==> src/hw/rtl/wdcd_pkg.sv <==
// ----------------------------------------------------------------------------
// wdcd_pkg
// Shared types, widths and constants of the window deviation contact detector.
// ----------------------------------------------------------------------------
`default_nettype none

package wdcd_pkg;

  // window length default
  localparam int unsigned WINDOW_DEF = 10;

  // field widths
  localparam int unsigned SAMPLE_W  = 12;
  localparam int unsigned TIME_W    = 32;
  localparam int unsigned THR_W     = 12;
  localparam int unsigned HOLD_W    = 16;
  localparam int unsigned REF_W     = 16;
  localparam int unsigned DEV_OUT_W = 16;
  localparam int unsigned RES_W     = 30;

  // sample range
  localparam int unsigned FULL_SCALE = 4096;
  localparam int unsigned SAMPLE_MAX = 4095;

  // resistance arithmetic: ref * (4096 - s) is 16 x 13 bits, then times four
  localparam int unsigned SPAN_W     = 13;
  localparam int unsigned PROD_W     = REF_W + SPAN_W;
  localparam int unsigned DIVIDEND_W = PROD_W + 2;
  localparam int unsigned DIV_CNT_W  = $clog2(DIVIDEND_W);

  // configuration port
  localparam int unsigned PADDR_W = 4;
  localparam int unsigned PDATA_W = 32;

  // register reset values
  localparam logic [THR_W-1:0]  THRESHOLD_RST = 12'd150;
  localparam logic [HOLD_W-1:0] HOLDOFF_RST   = 16'd1000;
  localparam logic [REF_W-1:0]  REFERENCE_RST = 16'd217;

  // register index, taken from paddr[3:2]
  typedef enum logic [1:0] {
    REG_THRESHOLD = 2'd0,
    REG_HOLDOFF   = 2'd1,
    REG_REFERENCE = 2'd2
  } reg_idx_t;

  // sequencer states
  typedef enum logic [1:0] {
    ST_IDLE   = 2'd0,
    ST_UPDATE = 2'd1,
    ST_EVAL   = 2'd2,
    ST_DIVIDE = 2'd3
  } state_t;

  // input item
  typedef struct packed {
    logic [SAMPLE_W-1:0] sample;
    logic [TIME_W-1:0]   now_ms;
  } in_item_t;

  // result item
  typedef struct packed {
    logic [SAMPLE_W-1:0]  sample_echo;
    logic [DEV_OUT_W-1:0] deviation_scaled;
    logic                 window_full;
    logic                 contact;
    logic [RES_W-1:0]     resistance_quarter_ohms;
  } out_item_t;

  // controller to datapath commands
  typedef struct packed {
    logic load;
    logic update;
    logic eval;
    logic out_load;
  } dp_cmd_t;

  // datapath to controller status
  typedef struct packed {
    logic div_busy;
  } dp_status_t;

endpackage

`default_nettype wire

==> src/hw/rtl/wdcd_div.sv <==
// ----------------------------------------------------------------------------
// wdcd_div
// Restoring radix-2 divider, one quotient bit per cycle, for the resistance.
// ----------------------------------------------------------------------------
`default_nettype none

module wdcd_div (
  input  wire logic                                 clk,
  input  wire logic                                 rst_n,
  input  wire logic                                 start,
  input  wire logic [wdcd_pkg::DIVIDEND_W-1:0]      dividend,
  input  wire logic [wdcd_pkg::SAMPLE_W-1:0]        divisor,
  output logic                                      busy,
  output logic [wdcd_pkg::DIVIDEND_W-1:0]           quotient
);

  localparam int unsigned DW = wdcd_pkg::DIVIDEND_W;
  localparam int unsigned SW = wdcd_pkg::SAMPLE_W;
  localparam int unsigned CW = wdcd_pkg::DIV_CNT_W;

  logic          busy_r, busy_nxt;
  logic [CW-1:0] cnt_r, cnt_nxt;
  logic [SW-1:0] rem_r, rem_nxt;
  logic [DW-1:0] quo_r, quo_nxt;
  logic [SW-1:0] dsr_r, dsr_nxt;
  logic [SW:0]   trial;
  logic [SW:0]   diff;
  logic          qbit;

  // one shift-and-subtract step
  always_comb begin
    trial    = {rem_r, quo_r[DW-1]};
    diff     = trial - {1'b0, dsr_r};
    qbit     = (trial >= {1'b0, dsr_r});
    busy_nxt = busy_r;
    cnt_nxt  = cnt_r;
    rem_nxt  = rem_r;
    quo_nxt  = quo_r;
    dsr_nxt  = dsr_r;
    if (start) begin
      busy_nxt = 1'b1;
      cnt_nxt  = '0;
      rem_nxt  = '0;
      quo_nxt  = dividend;
      dsr_nxt  = divisor;
    end else if (busy_r) begin
      rem_nxt = qbit ? diff[SW-1:0] : trial[SW-1:0];
      quo_nxt = {quo_r[DW-2:0], qbit};
      cnt_nxt = cnt_r + 1'b1;
      if (cnt_r == CW'(DW - 1)) begin
        busy_nxt = 1'b0;
      end
    end
  end

  // control state
  always_ff @(posedge clk) begin
    if (!rst_n) begin
      busy_r <= 1'b0;
      cnt_r  <= '0;
    end else begin
      busy_r <= busy_nxt;
      cnt_r  <= cnt_nxt;
    end
  end

  // operand registers
  always_ff @(posedge clk) begin
    rem_r <= rem_nxt;
    quo_r <= quo_nxt;
    dsr_r <= dsr_nxt;
  end

  assign busy     = busy_r;
  assign quotient = quo_r;

endmodule

`default_nettype wire

==> src/hw/rtl/wdcd_dp.sv <==
// ----------------------------------------------------------------------------
// wdcd_dp
// Datapath: sample window memory, running sum, deviation and contact test,
// resistance product and divider, result register.
// ----------------------------------------------------------------------------
`default_nettype none

module wdcd_dp #(
  parameter int unsigned WINDOW = wdcd_pkg::WINDOW_DEF
) (
  input  wire logic                              clk,
  input  wire logic                              rst_n,
  input  wire wdcd_pkg::dp_cmd_t                 cmd,
  output wdcd_pkg::dp_status_t                   status,
  input  wire wdcd_pkg::in_item_t                in_item,
  input  wire logic [wdcd_pkg::THR_W-1:0]        threshold,
  input  wire logic [wdcd_pkg::HOLD_W-1:0]       holdoff_ms,
  input  wire logic [wdcd_pkg::REF_W-1:0]        reference_ohms,
  output wdcd_pkg::out_item_t                    out_item
);

  localparam int unsigned SW    = wdcd_pkg::SAMPLE_W;
  localparam int unsigned TW    = wdcd_pkg::TIME_W;
  localparam int unsigned OW    = wdcd_pkg::DEV_OUT_W;
  localparam int unsigned SUM_W = $clog2(WINDOW * wdcd_pkg::SAMPLE_MAX + 1);
  localparam int unsigned DEV_W = (SUM_W > OW) ? SUM_W : OW;
  localparam int unsigned PTR_W = $clog2(WINDOW);
  localparam int unsigned FILL_W = $clog2(WINDOW + 1);
  localparam int unsigned PW    = wdcd_pkg::PROD_W;
  localparam int unsigned DW    = wdcd_pkg::DIVIDEND_W;
  localparam int unsigned SPW   = wdcd_pkg::SPAN_W;

  // window memory
  logic [SW-1:0] mem [WINDOW];
  logic [SW-1:0] rd_data_r;

  logic [SW-1:0]     samp_r;
  logic [TW-1:0]     now_r;
  logic [PW-1:0]     prod_r;
  logic [PTR_W-1:0]  wp_r, wp_nxt;
  logic [FILL_W-1:0] fill_r, fill_nxt;
  logic [SUM_W-1:0]  sum_r, sum_nxt;
  logic [TW-1:0]     last_alert_r, last_alert_nxt;
  logic [OW-1:0]     dev_r;
  logic              full_r;
  logic              contact_r;
  wdcd_pkg::out_item_t out_r;

  logic              was_full;
  logic              now_full;
  logic [SUM_W-1:0]  scaled;
  logic [SUM_W-1:0]  dev;
  logic [SUM_W-1:0]  limit;
  logic [DEV_W-1:0]  dev_ext;
  logic [OW-1:0]     dev_sat;
  logic [TW-1:0]     elapsed;
  logic              hit;
  logic [SPW-1:0]    span;
  logic [DW-1:0]     quotient;
  logic              div_busy;

  // capture the item, read the oldest entry, form ref * (4096 - s)
  assign span = SPW'(wdcd_pkg::FULL_SCALE) - SPW'(in_item.sample);

  always_ff @(posedge clk) begin
    if (cmd.load) begin
      samp_r    <= in_item.sample;
      now_r     <= in_item.now_ms;
      prod_r    <= PW'(reference_ohms) * PW'(span);
      rd_data_r <= mem[wp_r];
    end
    if (cmd.update) begin
      mem[wp_r] <= samp_r;
    end
  end

  // window bookkeeping
  assign was_full = (fill_r == FILL_W'(WINDOW));

  always_comb begin
    wp_nxt   = wp_r;
    fill_nxt = fill_r;
    sum_nxt  = sum_r;
    if (cmd.update) begin
      sum_nxt = sum_r - (was_full ? SUM_W'(rd_data_r) : '0) + SUM_W'(samp_r);
      wp_nxt  = (wp_r == PTR_W'(WINDOW - 1)) ? '0 : wp_r + 1'b1;
      if (!was_full) begin
        fill_nxt = fill_r + 1'b1;
      end
    end
  end

  // deviation and contact decision on the updated window
  assign now_full = was_full;
  assign scaled   = SUM_W'(WINDOW) * SUM_W'(samp_r);
  assign dev      = now_full ? ((scaled >= sum_r) ? scaled - sum_r : sum_r - scaled) : '0;
  assign limit    = SUM_W'(WINDOW) * SUM_W'(threshold);
  assign elapsed  = now_r - last_alert_r;
  assign hit      = now_full && (dev > limit) && (elapsed > TW'(holdoff_ms));
  assign dev_ext  = DEV_W'(dev);
  assign dev_sat  = (dev_ext > DEV_W'({OW{1'b1}})) ? {OW{1'b1}} : dev_ext[OW-1:0];

  always_comb begin
    last_alert_nxt = last_alert_r;
    if (cmd.eval && hit) begin
      last_alert_nxt = now_r;
    end
  end

  always_ff @(posedge clk) begin
    if (!rst_n) begin
      wp_r         <= '0;
      fill_r       <= '0;
      sum_r        <= '0;
      last_alert_r <= '0;
    end else begin
      wp_r         <= wp_nxt;
      fill_r       <= fill_nxt;
      sum_r        <= sum_nxt;
      last_alert_r <= last_alert_nxt;
    end
  end

  always_ff @(posedge clk) begin
    if (cmd.eval) begin
      dev_r     <= dev_sat;
      full_r    <= now_full;
      contact_r <= hit;
    end
  end

  // resistance divider, started with the window update
  wdcd_div u_div (
    .clk      (clk),
    .rst_n    (rst_n),
    .start    (cmd.update),
    .dividend ({prod_r, 2'b00}),
    .divisor  (samp_r),
    .busy     (div_busy),
    .quotient (quotient)
  );

  assign status.div_busy = div_busy;

  // result register
  always_ff @(posedge clk) begin
    if (cmd.out_load) begin
      out_r.sample_echo             <= samp_r;
      out_r.deviation_scaled        <= dev_r;
      out_r.window_full             <= full_r;
      out_r.contact                 <= contact_r;
      out_r.resistance_quarter_ohms <= (samp_r == '0) ? '0 :
                                       quotient[wdcd_pkg::RES_W-1:0];
    end
  end

  assign out_item = out_r;

endmodule

`default_nettype wire

==> src/hw/rtl/wdcd_ctrl.sv <==
// ----------------------------------------------------------------------------
// wdcd_ctrl
// Sequencer: takes one item, steps the datapath and hands the result over.
// ----------------------------------------------------------------------------
`default_nettype none

module wdcd_ctrl (
  input  wire logic                  clk,
  input  wire logic                  rst_n,
  input  wire logic                  in_valid,
  output logic                       in_stall,
  output logic                       out_valid,
  input  wire logic                  out_stall,
  output wdcd_pkg::dp_cmd_t          cmd,
  input  wire wdcd_pkg::dp_status_t  status
);

  wdcd_pkg::state_t state_r, state_nxt;
  logic             out_valid_r, out_valid_nxt;

  // next state and commands
  always_comb begin
    state_nxt     = state_r;
    cmd           = '0;
    out_valid_nxt = out_valid_r;
    if (out_valid_r && !out_stall) begin
      out_valid_nxt = 1'b0;
    end
    unique case (state_r)
      wdcd_pkg::ST_IDLE: begin
        if (in_valid) begin
          cmd.load  = 1'b1;
          state_nxt = wdcd_pkg::ST_UPDATE;
        end
      end
      wdcd_pkg::ST_UPDATE: begin
        cmd.update = 1'b1;
        state_nxt  = wdcd_pkg::ST_EVAL;
      end
      wdcd_pkg::ST_EVAL: begin
        cmd.eval  = 1'b1;
        state_nxt = wdcd_pkg::ST_DIVIDE;
      end
      wdcd_pkg::ST_DIVIDE: begin
        if (!status.div_busy && (!out_valid_r || !out_stall)) begin
          cmd.out_load  = 1'b1;
          out_valid_nxt = 1'b1;
          state_nxt     = wdcd_pkg::ST_IDLE;
        end
      end
      default: begin
        state_nxt = wdcd_pkg::ST_IDLE;
      end
    endcase
  end

  // state register
  always_ff @(posedge clk) begin
    if (!rst_n) begin
      state_r     <= wdcd_pkg::ST_IDLE;
      out_valid_r <= 1'b0;
    end else begin
      state_r     <= state_nxt;
      out_valid_r <= out_valid_nxt;
    end
  end

  assign in_stall  = (state_r != wdcd_pkg::ST_IDLE);
  assign out_valid = out_valid_r;

endmodule

`default_nettype wire

==> src/hw/rtl/window_deviation_contact_detector_top.sv <==
// ----------------------------------------------------------------------------
// window_deviation_contact_detector_top
// Moving-window deviation contact detector with alert holdoff and sensor
// resistance output.
// ----------------------------------------------------------------------------
// Usage
//   in_*   : one pressure sample with its millisecond timestamp per transfer;
//            a transfer happens at a clock edge with in_valid high and
//            in_stall low.
//   out_*  : one result per input transfer, in order, held while out_stall
//            is high.
//   cfg_*  : register port, threshold at 0x0, holdoff_ms at 0x4,
//            reference_ohms at 0x8; write only while the block is idle.
// Sequencing
//   out_valid rises after the sequencer has passed its update, evaluate and
//   divide states. The resistance division yields one quotient bit per
//   cycle, and no new item is taken until the last one's result is loaded
//   into the output register. The next input is taken while a finished
//   result still waits in the output register; a stalled output holds the
//   block only when the following result is ready.
// Reset
//   rst_n clears the window (fill count, sum, pointer), the last alert time
//   and both channels, and loads the register defaults.
// ----------------------------------------------------------------------------
`default_nettype none

module window_deviation_contact_detector_top #(
  parameter int unsigned WINDOW = wdcd_pkg::WINDOW_DEF
) (
  input  wire logic                               clk,
  input  wire logic                               rst_n,
  input  wire logic                               in_valid,
  output logic                                    in_stall,
  input  wire wdcd_pkg::in_item_t                 in_data,
  output logic                                    out_valid,
  input  wire logic                               out_stall,
  output wdcd_pkg::out_item_t                     out_data,
  input  wire logic                               cfg_psel,
  input  wire logic                               cfg_penable,
  input  wire logic                               cfg_pwrite,
  input  wire logic [wdcd_pkg::PADDR_W-1:0]       cfg_paddr,
  input  wire logic [wdcd_pkg::PDATA_W-1:0]       cfg_pwdata,
  output logic [wdcd_pkg::PDATA_W-1:0]            cfg_prdata,
  output logic                                    cfg_pready
);

  localparam int unsigned PW = wdcd_pkg::PDATA_W;

  logic [wdcd_pkg::THR_W-1:0]  threshold_r, threshold_nxt;
  logic [wdcd_pkg::HOLD_W-1:0] holdoff_r, holdoff_nxt;
  logic [wdcd_pkg::REF_W-1:0]  reference_r, reference_nxt;
  logic                        wr_en;
  wdcd_pkg::reg_idx_t          reg_idx;
  wdcd_pkg::dp_cmd_t           cmd;
  wdcd_pkg::dp_status_t        status;

  // register write decode
  assign cfg_pready = 1'b1;
  assign wr_en      = cfg_psel && cfg_penable && cfg_pwrite;
  assign reg_idx    = wdcd_pkg::reg_idx_t'(cfg_paddr[3:2]);

  always_comb begin
    threshold_nxt = threshold_r;
    holdoff_nxt   = holdoff_r;
    reference_nxt = reference_r;
    if (wr_en) begin
      unique case (reg_idx)
        wdcd_pkg::REG_THRESHOLD: threshold_nxt = cfg_pwdata[wdcd_pkg::THR_W-1:0];
        wdcd_pkg::REG_HOLDOFF:   holdoff_nxt   = cfg_pwdata[wdcd_pkg::HOLD_W-1:0];
        wdcd_pkg::REG_REFERENCE: reference_nxt = cfg_pwdata[wdcd_pkg::REF_W-1:0];
        default: ;
      endcase
    end
  end

  always_ff @(posedge clk) begin
    if (!rst_n) begin
      threshold_r <= wdcd_pkg::THRESHOLD_RST;
      holdoff_r   <= wdcd_pkg::HOLDOFF_RST;
      reference_r <= wdcd_pkg::REFERENCE_RST;
    end else begin
      threshold_r <= threshold_nxt;
      holdoff_r   <= holdoff_nxt;
      reference_r <= reference_nxt;
    end
  end

  // register read mux
  always_comb begin
    unique case (reg_idx)
      wdcd_pkg::REG_THRESHOLD: cfg_prdata = PW'(threshold_r);
      wdcd_pkg::REG_HOLDOFF:   cfg_prdata = PW'(holdoff_r);
      wdcd_pkg::REG_REFERENCE: cfg_prdata = PW'(reference_r);
      default:                 cfg_prdata = '0;
    endcase
  end

  // sequencer
  wdcd_ctrl u_ctrl (
    .clk       (clk),
    .rst_n     (rst_n),
    .in_valid  (in_valid),
    .in_stall  (in_stall),
    .out_valid (out_valid),
    .out_stall (out_stall),
    .cmd       (cmd),
    .status    (status)
  );

  // datapath
  wdcd_dp #(
    .WINDOW (WINDOW)
  ) u_dp (
    .clk            (clk),
    .rst_n          (rst_n),
    .cmd            (cmd),
    .status         (status),
    .in_item        (in_data),
    .threshold      (threshold_r),
    .holdoff_ms     (holdoff_r),
    .reference_ohms (reference_r),
    .out_item       (out_data)
  );

endmodule

`default_nettype wire

==> config.mk <==
export PLATFORM = sky130hd
export DESIGN_NAME = window_deviation_contact_detector_top
export DESIGN_NICKNAME = d
export VERILOG_FILES = /design/src/hw/rtl/wdcd_pkg.sv /design/src/hw/rtl/wdcd_div.sv /design/src/hw/rtl/wdcd_dp.sv /design/src/hw/rtl/wdcd_ctrl.sv /design/src/hw/rtl/window_deviation_contact_detector_top.sv
export SDC_FILE = /design/constraint.sdc
export NUM_CORES = 1
export LEC_CHECK = 0
export BUFFER_PORTS_ARGS = -buffer_cell sky130_fd_sc_hd__buf_2
export CAP_MARGIN = 10
export CORE_ASPECT_RATIO = 0.5
export CORE_MARGIN = 5
export CORE_UTILIZATION = 40
export CTS_CLUSTER_DIAMETER = 60
export DETAILED_ROUTE_END_ITERATION = 10
export PLACE_DENSITY = 0.55
export SYNTH_ARGS = -nofsm -noshare
export SYNTH_HDL_FRONTEND = slang
export SYNTH_SLANG_ARGS = --single-unit
export TNS_END_PERCENT = 100
==> constraint.sdc <==
create_clock -name clk -period 8.87 [get_ports clk]
set_input_delay 1.774 -clock clk [delete_from_list [all_inputs] [get_ports clk]]
set_output_delay 1.774 -clock clk [all_outputs]
set_load 0.02 [all_outputs]
==> impl_metrics.py, run 1 <==
metrics = {
    "run_status": {
        "status": "finished, final reports clean",
    },
    "sta": {
        "drv_slew": 0,
        "fin_tns_setup_ns": 0,
        "min_period_ns": 8.05,
        "hold_violations": 0,
        "hold_slack_ns": 0.420,
        "max_freq_mhz": 124,
        "clock_skew_ns": 0.0521,
        "tightest_slew_ns": 1.23,
        "period_share": 0.907,
        "relSlewSlack": 0.179,
        "rsz0062_at_grt": "no",
        "finalSetupViolations": 0,
    },
    "clock_tree": {
        "cts_resized": 0,
        "numCtsBuffers": 46,
        "clockBufferDepth": 3,
        "cts_setup_buffers": 0,
        "cts_root_buf": "clkbuf_16",
        "cts.sinks": 447,
        "clkLatencyLatePin_ns": 0.63,
        "h-tree-depth": 2,
        "clk_transition_reported_paths_ns": 0.07,
        "postCtsHoldBufs": 0,
        "cts_tree": "built",
    },
    "setup_path": {
        "worstPathRequired_ns": 9.19,
        "worstPathMaxFanout": 9,
        "crit_type": "input pin to register",
        "timing.rr.start": "u_dp.samp_r[3]",
        "critical_path_arrival_ns": 8.37,
        "start_kind": "input pin",
        "reg2reg_to": "u_dp.last_alert_r[2]",
        "rrSetupSlack_ns": 0.92,
        "rr_worst_depth": 32,
        "critical_path.endpoint_type": "register",
    },
    "die": {
        "core_area_sq_um": 74900,
        "fp.dieH_um": 204,
        "pin_count": 182,
        "fp-row-count": 71,
        "dieArea_sq_um": 81300,
        "die_w_um": 398,
        "initial_core_util": 0.402,
    },
    "global_route": {
        "grt_usage": 0.182,
        "grt_pass1_vias": 20955,
        "grt_pass1_wl_mm": 118,
        "gr-total-overflow": 0,
        "antenna_found_initial": 4,
        "grt_max_degree": 84,
    },
    "synthesis": {
        "ys_ff_latch": 447,
        "netlist_area_sq_um": 30100,
        "ys.flop_type": "edfxtp_1",
        "yosys_warnings": 0,
        "netlist_instances": 2888,
        "ys_seq_area_frac": 0.405,
        "synth_cell_types": 84,
        "synth_edf_count": 324,
        "syn_avg_cell_area_sq_um": 10.4,
        "async_reset_ff_frac": 0,
    },
    "place": {
        "port_buffers": 146,
        "hpwlAfterDp_mm": 54.9,
        "finalWeightedCongestion": 0.874,
    },
    "min_path": {
        "holdPathEnd": "u_dp.out_item[30]",
        "hold_depth": 0,
        "min_path_type": "register to register",
        "min-delay-start": "u_dp.contact_r",
    },
    "cells_and_area": {
        "final_common_cell": "inv_1",
        "n_fill_cell": 7090,
        "drive_gt1_frac": 0.113,
        "diodes": 0,
        "nets": 3515,
        "final_cell_mix": "inv_1 (389), nand2_1 (359), edfxtp_1 (324), ha_1 (242), fa_1 (172)",
        "synthToLayoutAreaGrowth_pct": 11.8,
    },
    "route": {
        "drt_iter0_drc": 1298,
        "viasPerCell": 5.10,
        "num_vias": 20761,
        "ant_nets": 0,
        "drc": 0,
        "wl_per_cell_um": 18.1,
        "firstDrtPassIters": 6,
        "finalWirelength_mm": 73.8,
    },
    "job": {
        "max_cap_violations": 0,
    },
    "power_and_ir_drop": {
        "p_leak_nw": 14.2,
        "power.density_nw_per_um2": 292,
        "vdd_drop_max_uv": 171,
    },
}
cells in the mapped netlist (23+ instances only):
cell      instances  area (sq um)
a211oi_1         34           255
a21o_1           44           330
a21oi_1         148           741
a22o_1           35           307
and2_1          138           863
clkbuf_1         96           360
dfxtp_1         123          2460
edfxtp_1        324          9730
fa_1            172          3440
ha_1            243          3040
inv_1           390          1460
mux2i_1          93           931
mux4_2           24           541
nand2_1         359          1350
nand3_1          36           180
nand4_1          23           144
nor2_1          128           480
nor3_1           27           135
o21ai_0          77           385
o21bai_1         26           195
xnor2_1          73           639
xor2_1           32           280
layer usage:
metal  global-route usage  wire [um]  up-vias
li1                     -          -    10047
met4               0.0439       1710        2
met1                0.250      34500    10264
met5                    0          7        -
met3               0.0277       2900      103
met2                0.306      34600      345
flip-flops by register name, indices dropped and copies added (netlist names):
name / flops
u_dp.mem: 120
u_dp.dev_r: 16
u_dp.u_div.quotient: 31
u_dp.u_div.cnt_r: 5
u_dp.rd_data_r: 12
u_dp.last_alert_r: 32
holdoff_r: 16
u_dp.full_r: 1
u_dp.samp_r: 12
u_dp.u_div.busy: 1
u_dp.sum_r: 16
u_dp.wp_r: 4
u_ctrl.state_r: 2
reference_r: 16
u_dp.out_item: 60
u_dp.u_div.dsr_r: 12
u_dp.prod_r: 29
u_dp.fill_r: 4
threshold_r: 12
u_dp.contact_r: 1
u_ctrl.out_valid: 1
u_dp.now_r: 32
u_dp.u_div.rem_r: 12
critical path, stage by stage:
cell and delay (ns):
buf_2 0.13, nor2_1 0.14, nand2_1 0.12, nor4_1 0.31, nand2b_1 0.17, nor4_1 0.27
xnor2_1 0.45, buf_4 0.30, and2_1 0.16, fa_1 0.45, fa_1 0.52, fa_1 0.51
fa_1 0.54, inv_1 0.05, fa_1 0.53, inv_1 0.04, ha_1 0.34, a21o_1 0.17
a21oi_1 0.28, nor2_1 0.09, a21oi_1 0.17, a31oi_1 0.19, a221o_1 0.38, a21oi_1 0.17
xnor2_1 0.09
final cells by class:
cell class	instances	area [sq um]	share of cell area
clock inverters	37	480	0.0143
multi-input cells	1934	16000	0.475
flip-flops and latches	447	12200	0.362
repair buffers	192	1090	0.0323
inverters	392	1470	0.0437
clock buffers	49	1160	0.0345
well taps	1022	1280	0.0380
kinds of logic (layout without fill, tap and decap cells):
logic type	Yosys count	in the layout	synth area share
AOI/OAI and AO/OA	477	477	0.106
muxes	122	122	0.0507
xor gates and xnor gates	105	105	0.0305
other	2	17	0.000249
adders and majority gates	415	415	0.215
DFF	447	447	0.405
and+or+nand+nor	798	798	0.124
buffers and inverters	522	670	0.0684
stage by stage:
stage	area [sq um]	power, mW	setup slack, ns	std cells	utilization
final	33700	9.84	0.824	4073	0.450
after detailed placement	32000	7.75	0.224	3987	0.428
after CTS	33700	9.91	0.832	4073	0.450
after global routing	33700	10.6	0.269	4073	0.450
after global placement	32000	7.72	0.317	3987	0.428
after floorplan	30200	6.54	0.866	2903	-
worst max-delay path by stage:
| stage | cells past startpoint | start | slack (ns) | to |
|---|---|---|---|---|
| final | 25 | in_data[34] | 0.82 | u_dp.prod_r[28] |
| after CTS | 25 | in_data[34] | 0.83 | u_dp.prod_r[28] |
| after global routing | 26 | in_data[34] | 0.27 | u_dp.prod_r[25] |
| after detailed placement | 25 | in_data[34] | 0.22 | u_dp.prod_r[28] |
| after global placement | 25 | in_data[34] | 0.32 | u_dp.prod_r[28] |
| after floorplan | 22 | in_data[32] | 0.87 | u_dp.prod_r[27] |
where the power goes:
group / switching (mW) / internal (mW)
clock network: 0.911 / 1.21
logic: 2.78 / 1.87
registers: 0.239 / 2.83
total: 3.93 / 5.91
Note: power is estimated with default switching activity, not from simulation.
==> run 2: changes to the inputs <==
- CORE_ASPECT_RATIO: 0.5 -> 0.6
==> run 2 against run 1 <==
Effect of this change:
- worst setup slack better by 0.036 ns
- first-iteration DRC count up 39%
- clock skew decreased by 0.017 ns
- die area is 0.19% lower
- final area is 0.26% higher
- non-clock buffer count up 11
- register-to-register slack worse by 0.06 ns
- global-route usage is 1.9 points higher
- sequential share of layout area fell by 0.092 points
- largest power group unchanged
==> impl_metrics.py, run 2 (synthesis results as in run 1) <==
metrics = {
    "cells_and_area": {
        "multi_input_area_sq_um": 16000,
        "final_common_cell": "inv_1",
        "final_cell_mix": "inv_1 (389), nand2_1 (359), edfxtp_1 (324), ha_1 (242), fa_1 (172)",
        "drive_gt1_frac": 0.115,
        "register_area_sq_um": 12200,
        "largest_register_ffs": 120,
        "nets": 3528,
        "regMostFlops": "u_dp.mem",
        "synthToLayoutAreaGrowth_pct": 12.1,
        "n_fill_cell": 6947,
    },
    "clock_tree": {
        "clk_transition_reported_paths_ns": 0.06,
        "numCtsBuffers": 48,
        "postCtsHoldBufs": 0,
        "cts_setup_buffers": 0,
        "cts_root_buf": "clkbuf_16",
        "cts.sinks": 447,
        "h-tree-depth": 2,
        "clkLatencyLatePin_ns": 0.62,
        "clockBufferDepth": 3,
        "cts_resized": 0,
        "cts_tree": "built",
    },
    "power_and_ir_drop": {
        "power.density_nw_per_um2": 298,
        "comb_power_share": 0.482,
        "power.share.clock": 0.213,
        "p_sw_frac": 0.404,
        "power.share.sequential": 0.305,
        "p_leak_nw": 14.3,
        "intPower_mw": 5.99,
        "switchingPower_mw": 4.06,
        "vdd_drop_max_uv": 197,
    },
    "place": {
        "port_buffers": 146,
        "hpwlAfterDp_mm": 62.0,
        "dpl_worst_slack_ns": 0.328,
        "finalWeightedCongestion": 0.884,
    },
    "route": {
        "num_vias": 21434,
        "finalWirelength_mm": 82.0,
        "ant_nets": 0,
        "drt_iter0_drc": 1809,
        "drc": 0,
        "viasPerCell": 5.29,
        "firstDrtPassIters": 7,
        "wl_per_cell_um": 20.2,
    },
    "sta": {
        "period_share": 0.903,
        "clock_skew_ns": 0.0348,
        "hold_violations": 0,
        "rsz0062_at_grt": "no",
        "drv_slew": 0,
        "relSlewSlack": 0.227,
        "min_period_ns": 8.01,
        "tightest_slew_ns": 1.16,
        "fin_tns_setup_ns": 0,
        "setup_slack_ns": 0.859,
        "max_freq_mhz": 125,
        "finalSetupViolations": 0,
    },
    "run_status": {
        "status": "finished, final reports clean",
    },
    "die": {
        "dieArea_sq_um": 81100,
        "core_area_sq_um": 74200,
        "fp-row-count": 77,
        "pin_count": 182,
        "initial_core_util": 0.406,
        "die_w_um": 364,
        "fp.dieH_um": 223,
    },
    "min_path": {
        "min_path_type": "register to register",
    },
    "global_route": {
        "grt_pass1_wl_mm": 126,
        "grt_usage": 0.202,
        "grt_max_degree": 85,
        "gr-total-overflow": 0,
        "grt_pass1_vias": 21139,
        "antenna_found_initial": 3,
    },
    "setup_path": {
        "worstPathRequired_ns": 9.34,
        "critical_path.endpoint_type": "register",
        "slowest_delay_ns": 0.83,
        "critical_path.slowest_cell": "edfxtp_1",
        "critical_path_arrival_ns": 8.48,
        "crit_type": "register to register",
        "start_kind": "register",
        "worstPathMaxFanout": 32,
    },
    "job": {
        "max_cap_violations": 0,
    },
}
[run 2: final cells by class]
cell class	instances	area share
multi-input combinational	1934	0.474
sequential	447	0.361
inverter	392	0.0436
clock buffer	55	0.0373
tap	987	0.0366
timing repair buffer	203	0.0350
clock inverter	33	0.0122
antenna	2	0.000148
[run 2: critical path: cells and delay by family, from the launching register on]
kind,cells,cell delay [ns]
compound gates,14,2.43
simple gates,9,1.83
fa+ha+maj,5,1.72
flops,1,0.83
buf+inv,3,0.69
xor+xnor,1,0.16
mux,1,0.16
[run 2: per-layer routing]
| metal | up-vias | part of all wire | GRT usage |
|---|---|---|---|
| met5 | - | 0.000085 | 0 |
| met4 | 2 | 0.015 | 0.0365 |
| met3 | 96 | 0.076 | 0.0455 |
| met2 | 621 | 0.40 | 0.276 |
| met1 | 10625 | 0.51 | 0.325 |
| li1 | 10090 | - | - |
[run 2: through the flow]
step | area, sq um | hold slack, ns | std cells | utilization | total power [mW]
after floorplan | 30200 | 0.400 | 2903 | - | 6.54
after global placement | 32100 | 0.401 | 3963 | 0.433 | 7.85
after detailed placement | 32100 | 0.405 | 3963 | 0.433 | 7.90
after CTS | 33800 | 0.419 | 4051 | 0.455 | 10.1
after global routing | 33800 | 0.428 | 4053 | 0.455 | 10.8
final | 33800 | 0.417 | 4053 | 0.455 | 10.1
[run 2: power by group through the flow]
stage / Sequential, mW / Combinational [mW] / Clock, mW
finish: 3.07 / 4.84 / 2.14
detailed placement: 3.11 / 4.79 / 0
global route: 3.11 / 5.38 / 2.28
floorplan: 3.05 / 3.48 / 0
global placement: 3.11 / 4.74 / 0
CTS: 3.07 / 4.84 / 2.19
[run 2: worst paths after layout]
| path | from | to | slack (ns) | depth (start not counted) |
|---|---|---|---|---|
| worst max-delay path | u_dp.samp_r[3] | u_dp.last_alert_r[12] | 0.86 | 33 |
| worst min-delay path | u_dp.dev_r[13] | u_dp.out_item[45] | 0.42 | 0 |
| worst max register to register | u_dp.samp_r[3] | u_dp.last_alert_r[12] | 0.86 | 33 |
| worst min register to register | u_dp.dev_r[13] | u_dp.out_item[45] | 0.42 | 0 |
